--- src/rtl/core/tfdq_pkg.sv ---
`timescale 1ns / 1ps
// Package for the train fault debounce qualifier.
// Holds the beat layouts, register indexes, reset values and fault bit positions.
// No dependencies.
package tfdq_pkg;

    // Fault condition count and bit positions in every 6-bit mask
    localparam int NUM_COND   = 6;
    localparam int COND_SPEED = 0;
    localparam int COND_BRAKE = 1;
    localparam int COND_SOS   = 2;
    localparam int COND_SPAD  = 3;
    localparam int COND_RADIO = 4;
    localparam int COND_RFID  = 5;

    // Default consecutive-fail counter width
    localparam int COUNTER_WIDTH_DEF = 8;

    // Input field codes
    localparam logic [7:0] SOS_PRESSED   = 8'd1;
    localparam logic [7:0] ASPECT_DANGER = 8'd3;

    // Configuration port
    localparam int CFG_IDX_W  = 2;
    localparam int CFG_DATA_W = 32;
    localparam logic [CFG_IDX_W-1:0] CFG_CONFIRM_COUNT = 2'd0;
    localparam logic [CFG_IDX_W-1:0] CFG_BRAKE_LIMIT   = 2'd1;
    localparam logic [CFG_IDX_W-1:0] CFG_RADIO_TIMEOUT = 2'd2;
    localparam logic [CFG_IDX_W-1:0] CFG_TICK_PERIOD   = 2'd3;

    localparam logic [7:0]  CONFIRM_COUNT_RST = 8'd4;
    localparam logic [15:0] BRAKE_LIMIT_RST   = 16'd20;
    localparam logic [31:0] RADIO_TIMEOUT_RST = 32'd5000;
    localparam logic [15:0] TICK_PERIOD_RST   = 16'd500;

    // Input tdata layout, lowest bit first
    localparam int IN_DATA_W   = 80;
    localparam int IN_USER_W   = 1;
    localparam int IN_SPD_LO   = 0;
    localparam int IN_PERM_LO  = 8;
    localparam int IN_BP_LO    = 16;
    localparam int IN_SOS_LO   = 32;
    localparam int IN_ASP_LO   = 40;
    localparam int IN_BARS_LO  = 48;
    localparam int IN_TAG_LO   = 56;
    localparam int IN_RSTAT_LO = 72;

    // Output tdata layout, lowest bit first, zero padded to 56 bits
    localparam int OUT_DATA_W  = 56;
    localparam int OUT_FAIL_LO = 0;
    localparam int OUT_CONF_LO = 6;
    localparam int OUT_NEW_LO  = 12;
    localparam int OUT_GAP_LO  = 18;
    localparam int OUT_USED_W  = 50;

endpackage

--- src/rtl/core/train_fault_debounce_qualifier_top.sv ---
`timescale 1ns / 1ps
// Train fault debounce qualifier, top level.
// Depends on tfdq_pkg.
//
// One input beat is one sensor tick and yields exactly one output beat. A beat
// is registered on entry, then checked against six fault conditions (overspeed,
// low brake pipe, SOS, danger aspect while moving, radio silence, tag/RFID
// fault) and the result registered: a beat passes the input register and then
// the result register, and can be held in either while the sink stalls. A
// new beat can be taken every cycle while the sink accepts; throughput is one
// beat per clock unless the sink stalls; the per-condition fail counters, the
// fault latch and the radio gap register update once per beat. The output register
// holds a result while the sink stalls and the input stage keeps taking beats
// until both stages are full. Every beat advances time by tick_period_ms; a
// beat with sample_valid low only updates the radio gap. Each condition keeps
// a consecutive-fail counter that clears on a pass and saturates at the
// effective threshold min(max(confirm_count,1), 2^COUNTER_WIDTH-1); reaching
// the threshold latches the fault until reset. Configuration writes take
// effect at once and are meant to be made while no beat is in flight.
module train_fault_debounce_qualifier_top #(
    parameter int COUNTER_WIDTH = tfdq_pkg::COUNTER_WIDTH_DEF
) (
    input  logic                            i_clk,
    input  logic                            i_rst_n,
    // Configuration write port
    input  logic                            i_cfg_we,
    input  logic [tfdq_pkg::CFG_IDX_W-1:0]  i_cfg_index,
    input  logic [tfdq_pkg::CFG_DATA_W-1:0] i_cfg_wdata,
    // Sample stream in
    input  logic                            i_s_axis_tvalid,
    output logic                            o_s_axis_tready,
    // speed_actual[7:0], speed_permitted[15:8], brake_pipe[31:16], sos_state[39:32],
    // signal_aspect[47:40], rf_signal_bars[55:48], tag_id[71:56], rfid_status[79:72]
    input  logic [tfdq_pkg::IN_DATA_W-1:0]  i_s_axis_tdata,
    // sample_valid[0]
    input  logic [tfdq_pkg::IN_USER_W-1:0]  i_s_axis_tuser,
    // Result stream out
    output logic                            o_m_axis_tvalid,
    input  logic                            i_m_axis_tready,
    // failing_now[5:0], confirmed_mask[11:6], newly_confirmed[17:12],
    // radio_gap_ms[49:18], zero [55:50]
    output logic [tfdq_pkg::OUT_DATA_W-1:0] o_m_axis_tdata
);

    localparam int NC = tfdq_pkg::NUM_COND;
    // Widest value the threshold logic has to compare against
    localparam logic [16:0] CNT_MAX = 17'((17'd1 << COUNTER_WIDTH) - 17'd1);

    // Configuration registers
    logic [7:0]  r_confirm_count;
    logic [15:0] r_brake_limit;
    logic [31:0] r_radio_timeout;
    logic [15:0] r_tick_period;

    always_ff @(posedge i_clk) begin
        if (!i_rst_n) begin
            r_confirm_count <= tfdq_pkg::CONFIRM_COUNT_RST;
            r_brake_limit   <= tfdq_pkg::BRAKE_LIMIT_RST;
            r_radio_timeout <= tfdq_pkg::RADIO_TIMEOUT_RST;
            r_tick_period   <= tfdq_pkg::TICK_PERIOD_RST;
        end else if (i_cfg_we) begin
            unique case (i_cfg_index)
                tfdq_pkg::CFG_CONFIRM_COUNT: r_confirm_count <= i_cfg_wdata[7:0];
                tfdq_pkg::CFG_BRAKE_LIMIT:   r_brake_limit   <= i_cfg_wdata[15:0];
                tfdq_pkg::CFG_RADIO_TIMEOUT: r_radio_timeout <= i_cfg_wdata[31:0];
                tfdq_pkg::CFG_TICK_PERIOD:   r_tick_period   <= i_cfg_wdata[15:0];
                default: ;
            endcase
        end
    end

    // Pipeline flow control: stage 1 = input register, stage 2 = result register
    logic r_s1_valid;
    logic r_out_valid;
    logic out_load_ok;
    logic s1_fire;

    assign out_load_ok     = !r_out_valid || i_m_axis_tready;
    assign s1_fire         = r_s1_valid && out_load_ok;
    assign o_s_axis_tready = !r_s1_valid || out_load_ok;

    always_ff @(posedge i_clk) begin
        if (!i_rst_n) begin
            r_s1_valid  <= 1'b0;
            r_out_valid <= 1'b0;
        end else begin
            if (o_s_axis_tready) r_s1_valid <= i_s_axis_tvalid;
            if (out_load_ok)     r_out_valid <= r_s1_valid;
        end
    end

    // Input register (payload, no reset)
    logic [tfdq_pkg::IN_DATA_W-1:0] r_s1_data;
    logic                           r_s1_sample_ok;

    always_ff @(posedge i_clk) begin
        if (o_s_axis_tready && i_s_axis_tvalid) begin
            r_s1_data      <= i_s_axis_tdata;
            r_s1_sample_ok <= i_s_axis_tuser[0];
        end
    end

    // Field decode
    logic [7:0]  spd, perm, sos, aspect, bars, rstat;
    logic [15:0] bp, tag;

    assign spd    = r_s1_data[tfdq_pkg::IN_SPD_LO   +: 8];
    assign perm   = r_s1_data[tfdq_pkg::IN_PERM_LO  +: 8];
    assign bp     = r_s1_data[tfdq_pkg::IN_BP_LO    +: 16];
    assign sos    = r_s1_data[tfdq_pkg::IN_SOS_LO   +: 8];
    assign aspect = r_s1_data[tfdq_pkg::IN_ASP_LO   +: 8];
    assign bars   = r_s1_data[tfdq_pkg::IN_BARS_LO  +: 8];
    assign tag    = r_s1_data[tfdq_pkg::IN_TAG_LO   +: 16];
    assign rstat  = r_s1_data[tfdq_pkg::IN_RSTAT_LO +: 8];

    // Radio gap kept directly instead of time and last-reception stamps:
    // gap advances by the tick and drops to zero on any valid reception.
    logic [31:0] r_gap;
    logic [31:0] n_gap;

    always_comb begin
        if (r_s1_sample_ok && (bars != 8'd0)) n_gap = 32'd0;
        else                                   n_gap = r_gap + {16'd0, r_tick_period};
    end

    // Effective threshold
    logic [16:0]              thr_raw;
    logic [COUNTER_WIDTH-1:0] thr;

    always_comb begin
        thr_raw = (r_confirm_count == 8'd0) ? 17'd1 : {9'd0, r_confirm_count};
        if (thr_raw > CNT_MAX) thr = CNT_MAX[COUNTER_WIDTH-1:0];
        else                   thr = thr_raw[COUNTER_WIDTH-1:0];
    end

    // Condition checks
    logic [NC-1:0] failing;

    always_comb begin
        failing = '0;
        if (r_s1_sample_ok) begin
            failing[tfdq_pkg::COND_SPEED] = (spd != 8'd0) && (perm != 8'd0) && (spd > perm);
            failing[tfdq_pkg::COND_BRAKE] = (bp != 16'd0) && (bp < r_brake_limit);
            failing[tfdq_pkg::COND_SOS]   = (sos == tfdq_pkg::SOS_PRESSED);
            failing[tfdq_pkg::COND_SPAD]  = (aspect == tfdq_pkg::ASPECT_DANGER) &&
                                            (spd != 8'd0);
            failing[tfdq_pkg::COND_RADIO] = (n_gap > r_radio_timeout);
            failing[tfdq_pkg::COND_RFID]  = (tag == 16'd0) || (rstat != 8'd0);
        end
    end

    // Per-condition fail counters and the confirmed latch
    logic [COUNTER_WIDTH-1:0] r_cnt [NC];
    logic [COUNTER_WIDTH-1:0] n_cnt [NC];
    logic [NC-1:0]            r_latch;
    logic [NC-1:0]            n_latch;
    logic [NC-1:0]            fresh;

    always_comb begin
        for (int i = 0; i < NC; i++) begin
            if (!r_s1_sample_ok)  n_cnt[i] = r_cnt[i];
            else if (failing[i])  n_cnt[i] = (r_cnt[i] < thr) ? r_cnt[i] + 1'b1 : r_cnt[i];
            else                  n_cnt[i] = '0;
            fresh[i] = r_s1_sample_ok && (n_cnt[i] >= thr) && !r_latch[i];
        end
        n_latch = r_latch | fresh;
    end

    always_ff @(posedge i_clk) begin
        if (!i_rst_n) begin
            r_gap   <= '0;
            r_latch <= '0;
            for (int i = 0; i < NC; i++) r_cnt[i] <= '0;
        end else if (s1_fire) begin
            r_gap   <= n_gap;
            r_latch <= n_latch;
            for (int i = 0; i < NC; i++) r_cnt[i] <= n_cnt[i];
        end
    end

    // Result register (payload, no reset)
    logic [tfdq_pkg::OUT_DATA_W-1:0] r_out_data;

    always_ff @(posedge i_clk) begin
        if (s1_fire) begin
            r_out_data <= {{(tfdq_pkg::OUT_DATA_W - tfdq_pkg::OUT_USED_W){1'b0}},
                           n_gap, fresh, n_latch, failing};
        end
    end

    assign o_m_axis_tvalid = r_out_valid;
    assign o_m_axis_tdata  = r_out_data;

endmodule

--- config.mk ---
export PLATFORM = sky130hd
export DESIGN_NAME = train_fault_debounce_qualifier_top
export DESIGN_NICKNAME = d
export VERILOG_FILES = /design/src/rtl/core/tfdq_pkg.sv /design/src/rtl/core/train_fault_debounce_qualifier_top.sv
export SDC_FILE = /design/constraint.sdc
export NUM_CORES = 1
export LEC_CHECK = 0
export ABC_AREA = 1
export ABC_CLOCK_PERIOD_IN_PS = 9000
export BUFFER_PORTS_ARGS = -buffer_cell sky130_fd_sc_hd__buf_2
export CAP_MARGIN = 20
export CORE_MARGIN = 5
export CORE_UTILIZATION = 32
export DETAILED_ROUTE_END_ITERATION = 10
export PLACE_DENSITY_LB_ADDON = 0.1
export SETUP_SLACK_MARGIN = 0.15
export SLEW_MARGIN = 15
export SYNTH_ARGS = -nofsm -noshare
export SYNTH_HDL_FRONTEND = slang
export SYNTH_SLANG_ARGS = --single-unit
--- constraint.sdc ---
create_clock -name i_clk -period 9 [get_ports i_clk]
set_clock_uncertainty 0.15 [all_clocks]
set_input_delay 1.8 -clock i_clk [delete_from_list [all_inputs] [get_ports i_clk]]
set_output_delay 1.8 -clock i_clk [all_outputs]
set_load 0.005 [all_outputs]
* Yosys cells after proc, flatten, opt, wreduce, memory -nomap -nowiden *
Memory sizes are Yosys's and may differ from the RTL's.
Index checks and enable logic that the tools add are counted.

word-level totals
  register bits after elaboration = 243
  memory bits (writable) = 48
  input port bits = 120
  output and inout port bits = 58
  logic and storage cells = 121
  memories kept = 1

operators by class
  add/subtract/negate cells = 7
  order comparisons = 16
  eq/ne operators = 5
  muxes and demuxes = 32
  bitwise logic cells = 7
  reductions and logical operators = 42

memory list
  name   words  width  rd ports  clocked after Yosys merged registers in  wr ports  line                                       source
  r_cnt  6      8      6         0                                        6         train_fault_debounce_qualifier_top.sv:153  logic [COUNTER_WIDTH-1:0] r_cnt [NC];

operators with widths
  cell                 count
  $mux 8               26
  $add 8x1->8 const B  6
  $ge 8x8->1           6
  $lt 8x8->1           6
  $add 32x16->32       1
  $gt 32x32->1         1
  $mux 32              1
  $reduce_bool 8->1    4
  $logic_and 1x1->1    19
  $logic_not 16->1     1
  $lt 16x16->1         1
  $reduce_bool 16->1   1
  $eq 8x1->1 const B   1
  $eq 8x2->1 const B   1
  $gt 8x8->1           1
  $gt 8x8->1 const B   1
  $logic_not 1->1      8
  $logic_not 8->1      1
  $reduce_and 2->1     4
  $mux 6               1
  $or 1x1->1           6
  $or 6x6->6           1
  $eq 2x2->1 const B   2
  $mux 1               4
  other kinds (3)      5

* Logic depth before layout (Yosys ltp) *
Gate-level depths: netlist of the first run.

  depth after elaboration = 12
  gate-level depth with buffers = 35
  depth with buffers taken out = 35

* Least setup slack after synthesis of the first run *
Ideal clock, no wire load.

  path kind = input to register
  start = input port i_m_axis_tready
  end = memory r_cnt[0][0] (netlist name) (enable)
  setup time = 431 ps
  arrival = 4,843 ps
  data required time = 8,419 ps
  path slack = 3,575 ps
  stages on the path = 7
  path buffers = 1
  cell sequence = inv_1 > nand2_1 > nand2_1 > inv_1 > nor2_1 > inv_1 > clkbuf_1

RTL lines
  item                line                                       source
  start: declaration  train_fault_debounce_qualifier_top.sv:39   input logic i_m_axis_tready,
  end: declaration    train_fault_debounce_qualifier_top.sv:153

==> results of run 1 <==
==> worst max path at each step <==
| stage | from | slack, ps | endpoint |
|---|---|---|---|
| after floorplan | i_m_axis_tready | 3580 | r_cnt[0][0] |
| after global placement | r_tick_period[0] | 3880 | o_m_axis_tdata[10] |
| after detailed placement | r_tick_period[0] | 3760 | o_m_axis_tdata[10] |
| after CTS | r_tick_period[0] | 3730 | o_m_axis_tdata[10] |
| after global routing | r_tick_period[0] | 3200 | o_m_axis_tdata[10] |
| final | r_tick_period[0] | 3770 | o_m_axis_tdata[10] |
==> state kept, by name, indices dropped and copies added, names as in the netlist <==
register	count
o_m_axis_tvalid	1
r_latch	6
r_tick_period	16
r_gap	32
r_cnt	48
o_m_axis_tdata	50
r_radio_timeout	32
r_brake_limit	16
r_s1_sample_ok	1
r_s1_data	80
r_s1_valid	1
r_confirm_count	8
==> tightest hold or removal path: cells and delay by family, from the launching register on <==
family	cells	cell delay, ps
simple gates	1	50
compound gates	1	50
flops	1	330
==> power groups by stage <==
stage | combinational (W) | clock (W) | sequential, W
2_1_floorplan | 0.000305 | 0 | 0.00155
3_3_place_gp | 0.000452 | 0 | 0.00156
3_5_place_dp | 0.000458 | 0 | 0.00156
4_1_cts | 0.000461 | 0.00151 | 0.00153
5_1_grt | 0.000524 | 0.00157 | 0.00154
6_report | 0.000454 | 0.00146 | 0.00153
==> placed cells by master, fill, tap and decap left out, types with 9 or more instances in the layout <==
master | synthesis | routed
sky130_fd_sc_hd__ha_1 | 167 | 167
sky130_fd_sc_hd__clkbuf_16 | 0 | 37
sky130_fd_sc_hd__a21o_1 | 9 | 9
sky130_fd_sc_hd__o21ai_0 | 112 | 112
sky130_fd_sc_hd__o22ai_1 | 9 | 9
sky130_fd_sc_hd__nand4_1 | 25 | 25
sky130_fd_sc_hd__nor2_1 | 136 | 136
sky130_fd_sc_hd__nand3_1 | 110 | 110
sky130_fd_sc_hd__nor3_1 | 35 | 34
sky130_fd_sc_hd__xor2_1 | 11 | 11
sky130_fd_sc_hd__nor4_1 | 26 | 26
sky130_fd_sc_hd__edfxtp_1 | 179 | 179
sky130_fd_sc_hd__clkinv_1 | 2 | 11
sky130_fd_sc_hd__buf_2 | 2 | 171
sky130_fd_sc_hd__a21oi_1 | 158 | 158
sky130_fd_sc_hd__o21ai_1 | 9 | 9
sky130_fd_sc_hd__dfxtp_1 | 112 | 112
sky130_fd_sc_hd__inv_1 | 269 | 265
sky130_fd_sc_hd__buf_4 | 7 | 11
sky130_fd_sc_hd__nand2_1 | 456 | 456
sky130_fd_sc_hd__clkinv_2 | 0 | 9
==> cell usage after synthesis (3+ instances only) <==
library cell,count,area (um^2)
sky130_fd_sc_hd__ha_1,167,2090
sky130_fd_sc_hd__xor2_1,11,96.3
sky130_fd_sc_hd__o21ai_0,112,561
sky130_fd_sc_hd__a21o_1,9,67.6
sky130_fd_sc_hd__nor4_1,26,163
sky130_fd_sc_hd__edfxtp_1,179,5380
sky130_fd_sc_hd__a21oi_2,3,26.3
sky130_fd_sc_hd__inv_1,269,1010
sky130_fd_sc_hd__o211ai_1,8,60.1
sky130_fd_sc_hd__o22ai_1,9,56.3
sky130_fd_sc_hd__nor3_1,35,175
sky130_fd_sc_hd__buf_6,7,78.8
sky130_fd_sc_hd__buf_4,7,52.6
sky130_fd_sc_hd__a21oi_1,158,791
sky130_fd_sc_hd__nor2_2,3,18.8
sky130_fd_sc_hd__xnor2_1,3,26.3
sky130_fd_sc_hd__nand2_2,7,43.8
sky130_fd_sc_hd__o21ai_1,9,45.0
sky130_fd_sc_hd__nand4_1,25,156
sky130_fd_sc_hd__or2_1,3,18.8
sky130_fd_sc_hd__o21bai_1,3,22.5
sky130_fd_sc_hd__or2_2,8,50.1
sky130_fd_sc_hd__dfxtp_1,112,2240
sky130_fd_sc_hd__nor2_1,136,510
sky130_fd_sc_hd__and3_1,3,18.8
sky130_fd_sc_hd__nand2_1,456,1710
sky130_fd_sc_hd__nand3_1,110,551
sky130_fd_sc_hd__a211o_1,6,52.6
sky130_fd_sc_hd__nand3b_1,7,52.6
sky130_fd_sc_hd__clkbuf_1,33,124
sky130_fd_sc_hd__a31oi_1,5,31.3
==> per-stage QoR <==
stage / power, W / hold slack (ps) / util [%]
after floorplan: 0.00185 / 282 / -
after global routing: 0.00363 / 331 / 37.6
final: 0.00344 / 313 / 37.6
after detailed placement: 0.00202 / 302 / 35.3
after global placement: 0.00201 / 295 / 35.3
after CTS: 0.00351 / 316 / 37.6
==> per-layer routing <==
| metal | vias up | global-route usage (%) | wire (um) |
|---|---|---|---|
| li1 | 6948 | - | - |
| met1 | 6311 | 21.4 | 21900 |
| met2 | 204 | 27.8 | 22100 |
| met3 | 58 | 3.23 | 1810 |
| met4 | 4 | 3.99 | 967 |
| met5 | - | 0 | 21 |
==> final cells by class <==
type / instances / area, um^2
Fill cell: 5283 / 32000
Sequential cell: 291 / 7620
Timing Repair Buffer: 182 / 938
Multi-Input combinational cell: 1347 / 7650
Clock inverter: 25 / 223
Tap cell: 680 / 851
Clock buffer: 43 / 968
Antenna cell: 1 / 2.50
Inverter: 274 / 1030
==> cells by family (layout without fill, tap and decap cells) <==
logic type	after synthesis	after routing	share of synthesized area, %
AND/OR/NAND/NOR	828	828	21.7
AO/OA/AOI/OAI	331	331	10.9
buffers and inverters	324	524	7.86
flip-flops	291	291	46.0
adder cells (fa/ha/maj)	168	168	12.8
XOR/XNOR	14	14	0.741
other	1	7	0.0227
==> impl_results.rst, run 1 <==
.. list-table::
   :header-rows: 1

   * - Metric
     - Value
   * - Hold-critical path endpoint
     - r_gap[10]
   * - Power density over the cells
     - around 180 nW/um^2
   * - Area of the die
     - between 50000 and 60000 um^2
   * - Sequential share of power
     - 44.4%
   * - CTS buffer count
     - 37
   * - Max-cap violations
     - 0
   * - HP Start
     - r_gap[10]
   * - Routability cong.
     - 0.832
   * - CP endpoint kind
     - register
   * - Register bit count reported by yosys
     - 291
   * - Buffer count from post-CTS setup fixing
     - 0
   * - CP delay by family, top
     - simple AND/OR/NAND/NOR gates
   * - Internal Pwr Total
     - 0.00251 W
   * - Wire length of the first global-routing pass
     - 73900 um
   * - Clock insertion delay at the later pin of the skew report
     - 550 ps
   * - Via count of the first global-routing pass
     - 13.5k
   * - Leak pwr
     - 8.78 nW
   * - CP bufs+invs
     - 5
   * - Number of placed instances, taps included
     - between 2k and 3k
   * - Non-filler instance count after layout
     - 2843
   * - Number of top-level design ports
     - around 180
   * - Die span in y
     - 237 um
   * - Power share of the clock group
     - 42.4%
   * - Fraction of registers with async set or reset after synthesis
     - 0%
   * - Via Count
     - 13.5k
   * - Clock period minus worst slack
     - 5230 ps
   * - Buffer levels on the longest clock path
     - 3
   * - Area Growth Syn to Fin
     - 16.6%
   * - Part of the cycle the worst path needs
     - 58.1%
   * - Total wire length
     - 46800 um
   * - Post-Synthesis Mean Instance Area
     - 8.45 um^2
   * - Net switching power figure
     - roughly 0.00093 W
   * - Routed wire length per instance
     - around 16 um
   * - Kind of start point of the critical path
     - register
   * - Worst slew pin tran
     - 1010 ps
   * - Half-perimeter wire length after detailed placement
     - 33700 um
   * - Largest net degree at the start of global routing
     - 80
   * - Clock slew seen by the registers of the worst setup and hold paths
     - 60 ps
   * - Class of the tightest hold or removal check
     - reg -> reg
   * - Share of synthesized area occupied by flip-flops and latches
     - 46.0%
   * - Depth of the most critical reg-to-reg path
     - 33
   * - Hold bufs inserted after CTS
     - 0
   * - Post-route cell area
     - around 19000 um^2
   * - Maximum level of the CTS H-tree
     - 2
   * - Placed cell area
     - ~18000 um^2
   * - Warning count from the yosys run
     - 0
   * - DRT Pass-1 Iters
     - 6
   * - IR Drop Worst-Case VDD
     - 0.157 mV
   * - Highest attainable clock frequency
     - 191 MHz
   * - Hold violation count in the final report
     - 0
   * - Cell repeated most along the worst path
     - sky130_fd_sc_hd__nand2_1
   * - Number of buffers inserted by port buffering
     - 171
   * - Final net count
     - 2421
   * - Total Routing Usage GR
     - ~16%
   * - Unrepaired setup endpoints after global routing
     - false
   * - Part of the power in combinational logic
     - 13.2%
   * - FF-to-FF Start
     - r_tick_period[0]
   * - CTS sink cnt
     - 291
   * - Cell chosen for the clock root
     - sky130_fd_sc_hd__clkbuf_16
   * - Count of cell types in the netlist
     - 51
   * - Initial Utilization
     - ~32%
   * - Worst slew margin relative to its limit
     - 32.9%
   * - Post-synth EDFFs
     - ~180
   * - Final number of max-transition violations
     - 0
   * - Width of the die
     - 237 um
   * - Number of vias per cell after detailed routing
     - 4.76
   * - Number of DRC markers in iteration 0
     - roughly 720
   * - Top flip-flop cell by instance count after synthesis
     - sky130_fd_sc_hd__edfxtp_1
   * - Worst reg2reg path endpoint
     - o_m_axis_tdata[10]
   * - Area of the mapped netlist
     - between 15000 and 20000 um^2
   * - Setup violation total in the final timing report
     - 0
   * - Gates resized, CTS repair
     - 0
   * - Final antenna-violating net count
     - 0
   * - Required time of the worst setup path
     - just over 9000 ps
   * - Number of gates on the worst path with buffers counted
     - 33
   * - Type of the worst setup path
     - reg -> reg
   * - Drc violations
     - 0
   * - Number of antenna violations at the first check in global routing
     - 3
   * - Place WS
     - 3760 ps
   * - Clock tree from TritonCTS
     - done
   * - Core Footprint
     - 51300 um^2
   * - Setup slack on the worst flop-to-flop path
     - 3770 ps
   * - Arr. time, crit path
     - ~5400 ps
   * - Crit-path max cell delay
     - just under 400 ps
   * - Slack of the critical path
     - ~3800 ps
   * - Instance count of the mapped netlist
     - 1957
   * - Worst Hold Path Cells
     - 2
   * - Cell with the biggest individual delay on the critical path
     - sky130_fd_sc_hd__fa_1
   * - Setup TNS Final
     - 0 ps
   * - Net switching fraction of the power
     - 27.1%
   * - Critical path peak fanout
     - 7
   * - Total congestion overflow after global routing
     - 0
   * - Proportion of layout cells with a drive suffix above 1
     - roughly an eighth
   * - Number of core rows
     - 83
   * - Result of the run
     - finished, final reports clean
(Power assumes the default switching activity.)
==> inputs of run 2 (changes only) <==
--- a/config.mk
+++ b/config.mk
@@ -5,8 +5,8 @@
 export SDC_FILE = /design/constraint.sdc
 export NUM_CORES = 1
 export LEC_CHECK = 0
-export ABC_AREA = 1
-export ABC_CLOCK_PERIOD_IN_PS = 9000
+export ABC_AREA = 0
+export ABC_CLOCK_PERIOD_IN_PS = 4300
 export BUFFER_PORTS_ARGS = -buffer_cell sky130_fd_sc_hd__buf_2
 export CAP_MARGIN = 20
 export CORE_MARGIN = 5
==> constraint.sdc (replaced) <==
create_clock -name i_clk -period 4.3 [get_ports i_clk]
set_clock_uncertainty 0.15 [all_clocks]
set_input_delay 0.86 -clock i_clk [delete_from_list [all_inputs] [get_ports i_clk]]
set_output_delay 0.86 -clock i_clk [all_outputs]
set_load 0.005 [all_outputs]
==> impl_results.rst, run 2 <==
.. list-table::
   :header-rows: 1

   * - Metric
     - Value
   * - Hold bufs inserted after CTS
     - 0 (unchanged)
   * - Launching instance or port of the critical path
     - r_tick_period[6]
   * - Via count of the first global-routing pass
     - 14.6k (+8.1%)
   * - Worst slew pin tran
     - 1040 ps (+30.5 ps)
   * - Max-cap violations
     - 0 (unchanged)
   * - Setup TNS Final
     - -5790 ps (-5790 ps)
   * - Post-Synthesis Mean Instance Area
     - 9.60 um^2 (+14%)
   * - CTS sink cnt
     - 291 (unchanged)
   * - Area of the die
     - 57700 um^2 (+2.4%)
   * - Final number of max-transition violations
     - 0 (unchanged)
   * - Leading cell type in the layout, fill and taps excluded
     - sky130_fd_sc_hd__nand2_1
   * - Count of cell types in the netlist
     - 83 (+63%)
   * - HP Start
     - r_gap[15]
   * - List of most frequent post-synthesis cells
     - sky130_fd_sc_hd__nand2_1 (246), sky130_fd_sc_hd__edfxtp_1 (179), sky130_fd_sc_hd__ha_1 (167)
   * - Number of top-level design ports
     - 178 (unchanged)
   * - Critical path peak fanout
     - 5 (-2)
   * - Number of core rows
     - 84 (+1.2%)
   * - Total Routing Usage GR
     - 17.7% (+1.4 points)
   * - Share of synthesized area occupied by flip-flops and latches
     - 44.9% (-1.1 points)
   * - Number of DRC markers in iteration 0
     - 699 (-2.6%)
   * - Clock insertion delay at the later pin of the skew report
     - 550 ps (about the same)
   * - Largest net degree at the start of global routing
     - 83 (+3.8%)
   * - Post-synth EDFFs
     - 179 (unchanged)
   * - Core Footprint
     - 52600 um^2 (+2.4%)
   * - Wire length of the first global-routing pass
     - 81200 um (+9.9%)
   * - Proportion of layout cells with a drive suffix above 1
     - 26.1% (+13 points)
   * - Maximum level of the CTS H-tree
     - 2 (unchanged)
   * - Cell chosen for the clock root
     - sky130_fd_sc_hd__clkbuf_16
   * - Highest attainable clock frequency
     - 180 MHz (-6.0%)
   * - Util after Layout
     - 41.4% (+3.8 points)
   * - Width of the die
     - 240 um (+1.2%)
   * - Top cell type's share of synthesized area
     - 31.7% (-0.78 points)
   * - Via Count
     - 14.5k (+7.1%)
   * - Largest register FFs
     - 80 (unchanged)
   * - Setup violation total in the final timing report
     - 12 (+12)
   * - Half-perimeter wire length after detailed placement
     - 37800 um (+12%)
   * - Unrepaired setup endpoints after global routing
     - true
   * - Clock tree from TritonCTS
     - done
   * - Number of buffers inserted by port buffering
     - 171 (unchanged)
   * - Final-layout fill cell count
     - 5255 (-0.53%)
   * - Final total power
     - 0.00741 W (+120%)
   * - Routed wire length per instance
     - 18.4 um (+12%)
   * - Non-filler instance count after layout
     - 2837 (-0.21%)
   * - Fraction of registers with async set or reset after synthesis
     - 0% (unchanged)
   * - Failing checks
     - setup timing
   * - Die span in y
     - 240 um (+1.2%)
   * - Area used by multi-input combinational logic
     - 9200 um^2 (+20%)
   * - Top reg by flops
     - r_s1_data
   * - Type of the worst setup path
     - reg -> reg
   * - Result of the run
     - complete, but fails checks
   * - Seq. cell area
     - 7630 um^2 (+0.16%)
   * - Worst slew margin relative to its limit
     - 30.6% (-2.3 points)
   * - Area Growth Syn to Fin
     - 28.3%
   * - Number of placed instances, taps included
     - 2747 (-0.97%)
   * - Total wire length
     - 52200 um (+11%)
   * - Class of the tightest hold or removal check
     - reg -> reg
   * - FF-to-FF Start
     - r_tick_period[6]
   * - Kind of start point of the critical path
     - register
   * - Final antenna-violating net count
     - 0 (unchanged)
   * - Number of antenna violations at the first check in global routing
     - 1 (-2)
   * - CP endpoint kind
     - register
   * - Number of vias per cell after detailed routing
     - 5.11 (+7.3%)
   * - Final net count
     - 2407 (-0.58%)
   * - Warning count from the yosys run
     - 0 (unchanged)
   * - Top flip-flop cell by instance count after synthesis
     - sky130_fd_sc_hd__edfxtp_1
   * - Area of the mapped netlist
     - 17000 um^2 (+2.5%)
   * - Most frequent cell after synthesis
     - sky130_fd_sc_hd__nand2_1
   * - Clock slew seen by the registers of the worst setup and hold paths
     - 60 ps (about the same)
   * - Drc violations
     - 0 (unchanged)
   * - IR Drop Worst-Case VDD
     - 0.273 mV (+74%)
   * - Required time of the worst setup path
     - 4450 ps (-4700 ps)
   * - DRT Pass-1 Iters
     - 5 (-1)
   * - Place WS
     - -1640 ps (-5400 ps)
   * - Arr. time, crit path
     - 5710 ps (+340 ps)
   * - Instance count of the mapped netlist
     - 1766 (-9.8%)
   * - Hold violation count in the final report
     - 0 (unchanged)
   * - Top cells by area, synth
     - sky130_fd_sc_hd__edfxtp_1 (32%), sky130_fd_sc_hd__dfxtp_1 (13%), sky130_fd_sc_hd__ha_1 (12%), sky130_fd_sc_hd__nand2_1 (5.4%), sky130_fd_sc_hd__a21boi_0 (2.8%)
   * - Power density over the cells
     - 341 nW/um^2 (+91%)
   * - Initial Utilization
     - 32.3% (about the same)
   * - Leak pwr
     - 8.74 nW (-0.43%)
   * - Slack of the critical path
     - -1260 ps (-5040 ps)
   * - CTS buffer count
     - 37 (unchanged)
   * - Commonest non-fill, non-tap cells in the layout
     - sky130_fd_sc_hd__nand2_1 (246), sky130_fd_sc_hd__buf_4 (204), sky130_fd_sc_hd__edfxtp_1 (179), sky130_fd_sc_hd__buf_2 (170), sky130_fd_sc_hd__ha_1 (155)
   * - Clock period minus worst slack
     - 5560 ps (+335 ps)
   * - Buffer levels on the longest clock path
     - 3 (unchanged)
   * - Part of the cycle the worst path needs
     - 129% (+71 points)
   * - Post-synthesis cell type with the largest combined area
     - sky130_fd_sc_hd__edfxtp_1
   * - Routability cong.
     - 0.870 (+4.5%)
   * - Total congestion overflow after global routing
     - 0 (unchanged)
   * - Register bit count reported by yosys
     - 291 (unchanged)
## run 2: area by class of cell
class / count / share of cell area (%)
Multi-Input combinational cell: 1302 / 42.3
Sequential cell: 291 / 35.1
Timing Repair Buffer: 380 / 11.3
Clock buffer: 51 / 4.83
Tap cell: 688 / 3.96
Inverter: 106 / 1.87
Clock inverter: 16 / 0.552
Timing Repair inverter: 1 / 0.0345
Antenna cell: 2 / 0.0230
## run 2: path summary, 6_finish.rpt
| path | to | slack (ps) | depth (start not counted) |
|---|---|---|---|
| setup / recovery | o_m_axis_tdata[10] | -1260 | 26 |
| hold / removal | r_gap[15] | 310 | 2 |
| setup reg to reg | o_m_axis_tdata[10] | -1260 | 26 |
| hold reg to reg | r_gap[15] | 310 | 2 |
## run 2: metal layers
layer	global-route usage (%)	share of wire [%]	vias to the layer above
met5	0	0	-
met4	4.49	2.0	0
met3	2.78	3.6	63
met2	30.3	49	228
met1	23.6	46	6969
li1	-	-	7225
## run 2: cell families (layout without fill, tap and decap cells)
kind of cell    Yosys count  after routing  synth area share, %
simple gates            623            623                 17.8
xor+xnor                 32             32                 1.65
fa+ha+maj               168            168                 12.4
other cells               1              8               0.0221
flops                   291            291                 44.9
mux                      10             10                0.598
compound gates          463            463                 18.4
buf+inv                 178            554                 4.14
## run 2: worst max-delay path, cell delays in order (launching register included)
cell                        delay, ps
sky130_fd_sc_hd__dfxtp_2          330
sky130_fd_sc_hd__ha_4             290
sky130_fd_sc_hd__a2111oi_2         70
sky130_fd_sc_hd__buf_4            130
sky130_fd_sc_hd__o21ai_2           70
sky130_fd_sc_hd__nand3_2          180
sky130_fd_sc_hd__o211a_4          290
sky130_fd_sc_hd__or4_4            440
sky130_fd_sc_hd__xnor2_2          140
sky130_fd_sc_hd__nor2_1            70
sky130_fd_sc_hd__ha_1             340
sky130_fd_sc_hd__nand4_1          130
sky130_fd_sc_hd__or4_4            550
sky130_fd_sc_hd__o211ai_1         240
sky130_fd_sc_hd__a31oi_1          100
sky130_fd_sc_hd__nor2_2           200
sky130_fd_sc_hd__buf_6            150
sky130_fd_sc_hd__nor2_4            30
sky130_fd_sc_hd__mux2i_1          140
sky130_fd_sc_hd__ha_1             250
sky130_fd_sc_hd__nand2b_4         140
sky130_fd_sc_hd__a21o_1           170
sky130_fd_sc_hd__a21oi_2          120
sky130_fd_sc_hd__o21ai_1           70
sky130_fd_sc_hd__o41a_1           330
sky130_fd_sc_hd__nand2_1          100
sky130_fd_sc_hd__nand2b_1          60
## run 2: what timing repair did
item / in CTS / in global routing
pin swaps: 31 / 29
cloned: 0 / 1
buffers inserted: 3 / 17
resized for setup: 32 / 55
setup endpoints to repair: 12 / 27
## run 2: report_power, final
part	switching [W]	internal (W)
sequential	0.000112	0.00313
clock	0.00124	0.00178
combinational	0.000648	0.000498
total	0.00200	0.00541
## run 2: stage by stage
stage	area, um^2	hold WS, ps
2_1_floorplan	17100	279
3_3_place_gp	20000	290
3_5_place_dp	20000	301
4_1_cts	21400	300
5_1_grt	21700	303
6_report	21700	309
==> inputs of run 3 (changes only) <==
--- a/config.mk
+++ b/config.mk
@@ -9,6 +9,7 @@
 export ABC_CLOCK_PERIOD_IN_PS = 4300
 export BUFFER_PORTS_ARGS = -buffer_cell sky130_fd_sc_hd__buf_2
 export CAP_MARGIN = 20
+export CORE_ASPECT_RATIO = 0.6
 export CORE_MARGIN = 5
 export CORE_UTILIZATION = 32
 export DETAILED_ROUTE_END_ITERATION = 10
==> impl_results.rst, run 3 (same netlist as run 2, synthesis figures left out) <==
.. list-table::
   :header-rows: 1

   * - Metric
     - Value
   * - Proportion of layout cells with a drive suffix above 1
     - 27.4% (+1.3 points)
   * - Leak pwr
     - 8.93 nW (+2.2%)
   * - Seq. cell area
     - 7630 um^2 (about the same)
   * - Width of the die
     - 307 um (+28%)
   * - Power density over the cells
     - 347 nW/um^2 (+1.8%)
   * - Hold bufs inserted after CTS
     - 0 (unchanged)
   * - Maximum level of the CTS H-tree
     - 2 (unchanged)
   * - Via Count
     - 15.0k (+3.5%)
   * - Half-perimeter wire length after detailed placement
     - 40400 um (+6.9%)
   * - WHS
     - 313 ps (+3.92 ps)
   * - Final-layout fill cell count
     - 5086 (-3.2%)
   * - Type of the worst setup path
     - reg -> reg
   * - Kind of start point of the critical path
     - register
   * - IR Drop Worst-Case VDD
     - 0.311 mV (+14%)
   * - Largest net degree at the start of global routing
     - 80 (-3.6%)
   * - Number of antenna violations at the first check in global routing
     - 2 (+1)
   * - DRT Pass-1 Iters
     - 5 (unchanged)
   * - Critical path peak fanout
     - 8 (+3)
   * - Worst slew pin tran
     - 1030 ps (-2.66 ps)
   * - Routability cong.
     - 0.894 (+2.8%)
   * - Number of top-level design ports
     - 178 (unchanged)
   * - Drc violations
     - 0 (unchanged)
   * - Hold violation count in the final report
     - 0 (unchanged)
   * - Highest attainable clock frequency
     - 177 MHz (-1.4%)
   * - CP endpoint kind
     - register
   * - Worst slew margin relative to its limit
     - 30.8% (+0.18 points)
   * - Final net count
     - 2427 (+0.83%)
   * - Max-cap violations
     - 0 (unchanged)
   * - Final antenna-violating net count
     - 0 (unchanged)
   * - WL met3
     - 3520 um (+88%)
   * - Length of routed met2 wiring
     - 22100 um (-13%)
   * - Total Routing Usage GR
     - 19.0% (+1.3 points)
   * - Total congestion overflow after global routing
     - 0 (unchanged)
   * - Buffer levels on the longest clock path
     - 3 (unchanged)
   * - Number of DRC markers in iteration 0
     - 1164 (+67%)
   * - Top metal layer carrying routed signals
     - met4
   * - Top reg by flops
     - r_s1_data
   * - Leading cell type in the layout, fill and taps excluded
     - sky130_fd_sc_hd__nand2_1
   * - Slack of the critical path
     - -1340 ps (-80.4 ps)
   * - Area Growth Syn to Fin
     - 30.8%
   * - Setup violation total in the final timing report
     - 13 (+1)
   * - Cell chosen for the clock root
     - sky130_fd_sc_hd__clkbuf_16
   * - Clock tree from TritonCTS
     - done
   * - Commonest non-fill, non-tap cells in the layout
     - sky130_fd_sc_hd__nand2_1 (245), sky130_fd_sc_hd__buf_4 (197), sky130_fd_sc_hd__edfxtp_1 (179), sky130_fd_sc_hd__buf_2 (170), sky130_fd_sc_hd__ha_1 (159)
   * - Total wire length
     - 56800 um (+8.9%)
   * - M1 wire length
     - 30500 um (+28%)
   * - CTS sink cnt
     - 291 (unchanged)
   * - Area used by multi-input combinational logic
     - 9230 um^2 (+0.27%)
   * - Area of the die
     - 57800 um^2 (+0.26%)
   * - Number of buffers inserted by port buffering
     - 171 (unchanged)
   * - Core Footprint
     - 52500 um^2 (-0.18%)
   * - Class of the tightest hold or removal check
     - reg -> reg
   * - CTS buffer count
     - 34 (-8.1%)
   * - Failing checks
     - setup timing
   * - Required time of the worst setup path
     - 4420 ps (-30 ps)
   * - Final number of max-transition violations
     - 0 (unchanged)
   * - Routed wire length per instance
     - 19.8 um (+7.7%)
   * - Initial Utilization
     - 32.3% (+0.058 points)
   * - Clock insertion delay at the later pin of the skew report
     - 540 ps (about the same)
   * - Clock slew seen by the registers of the worst setup and hold paths
     - 60 ps (about the same)
   * - Number of vias per cell after detailed routing
     - 5.22 (+2.3%)
   * - Result of the run
     - complete, but fails checks
   * - Arr. time, crit path
     - 5770 ps (+60 ps)
   * - Via count of the first global-routing pass
     - 14.6k (-0.29%)
   * - Largest register FFs
     - 80 (unchanged)
   * - Wire length of the first global-routing pass
     - 86600 um (+6.7%)
   * - Final total power
     - 0.00769 W (+3.8%)
   * - Die span in y
     - 188 um (-22%)
   * - Number of core rows
     - 65 (-23%)
   * - Part of the cycle the worst path needs
     - 131% (+1.9 points)
   * - Unrepaired setup endpoints after global routing
     - true
   * - Clock period minus worst slack
     - 5640 ps (+80.4 ps)
-- run 3: layout make-up --
class,count,share of cell area [%]
Timing Repair Buffer,404,12.6
Sequential cell,291,34.4
Tap cell,703,3.97
Multi-Input combinational cell,1302,41.6
Clock inverter,20,1.35
Inverter,106,1.88
Antenna cell,1,0.0113
Clock buffer,42,4.16
-- run 3: metrics by stage --
stage / utilization, % / std cells / worst slack (ps) / setup TNS (ps) / instance area [um^2]
3_3_place_gp: 38.0 / 2751 / -1570 / -9790 / 20000
5_1_grt: 42.3 / 2869 / -1630 / -10130 / 22200
6_report: 42.3 / 2869 / -1340 / -7370 / 22200
4_1_cts: 41.5 / 2855 / -1230 / -6560 / 21800
3_5_place_dp: 38.0 / 2751 / -1680 / -10930 / 20000
2_1_floorplan: - / 1771 / -949 / -2780 / 17100
-- run 3: timing repair --
action	CTS	global route
endpoints found under the setup margin	17	28
resized for setup	63	74
buffers inserted	41	13
gates cloned	1	0
pin swaps	30	31
-- run 3: worst max-delay path, stage by stage (launching register included) --
cell and delay [ps]:
sky130_fd_sc_hd__dfxtp_2 350, sky130_fd_sc_hd__ha_4 140, sky130_fd_sc_hd__inv_2 30, sky130_fd_sc_hd__fa_2 360
sky130_fd_sc_hd__nor2b_4 160, sky130_fd_sc_hd__o31ai_4 110, sky130_fd_sc_hd__a21oi_4 260, sky130_fd_sc_hd__o221a_4 320
sky130_fd_sc_hd__a41o_1 250, sky130_fd_sc_hd__xnor2_1 150, sky130_fd_sc_hd__nor2_2 70, sky130_fd_sc_hd__ha_1 300
sky130_fd_sc_hd__nand4_1 120, sky130_fd_sc_hd__or4_4 560, sky130_fd_sc_hd__o211ai_1 220, sky130_fd_sc_hd__a31oi_2 80
sky130_fd_sc_hd__nor2_2 180, sky130_fd_sc_hd__buf_6 150, sky130_fd_sc_hd__buf_6 130, sky130_fd_sc_hd__o21ai_0 90
sky130_fd_sc_hd__a21o_1 220, sky130_fd_sc_hd__ha_1 330, sky130_fd_sc_hd__nand3_2 90, sky130_fd_sc_hd__o21ai_2 60
sky130_fd_sc_hd__o41a_1 330, sky130_fd_sc_hd__nand2_1 90, sky130_fd_sc_hd__nor2_1 60
-- run 3: power breakdown --
group | total (W) | switching (W) | internal (W)
Clock | 0.00324 | 0.00128 | 0.00196
Combinational | 0.00120 | 0.000682 | 0.000516
Sequential | 0.00325 | 0.000119 | 0.00313
-- run 3: final timing paths --
| check | start | slack [ps] | cells past startpoint | end |
|---|---|---|---|---|
| worst max-delay path | r_gap[0] | -1340 | 26 | o_m_axis_tdata[16] |
| worst min-delay path | r_gap[12] | 310 | 2 | r_gap[12] |
| worst max register to register | r_gap[0] | -1340 | 26 | o_m_axis_tdata[16] |
| worst min register to register | r_gap[12] | 310 | 2 | r_gap[12] |
-- run 3: metal layers --
layer / global-route usage [%] / vias to the layer above
li1: - / 7282
met1: 30.7 / 7214
met2: 26.5 / 439
met3: 3.46 / 50
met4: 2.95 / 0
met5: 0 / -
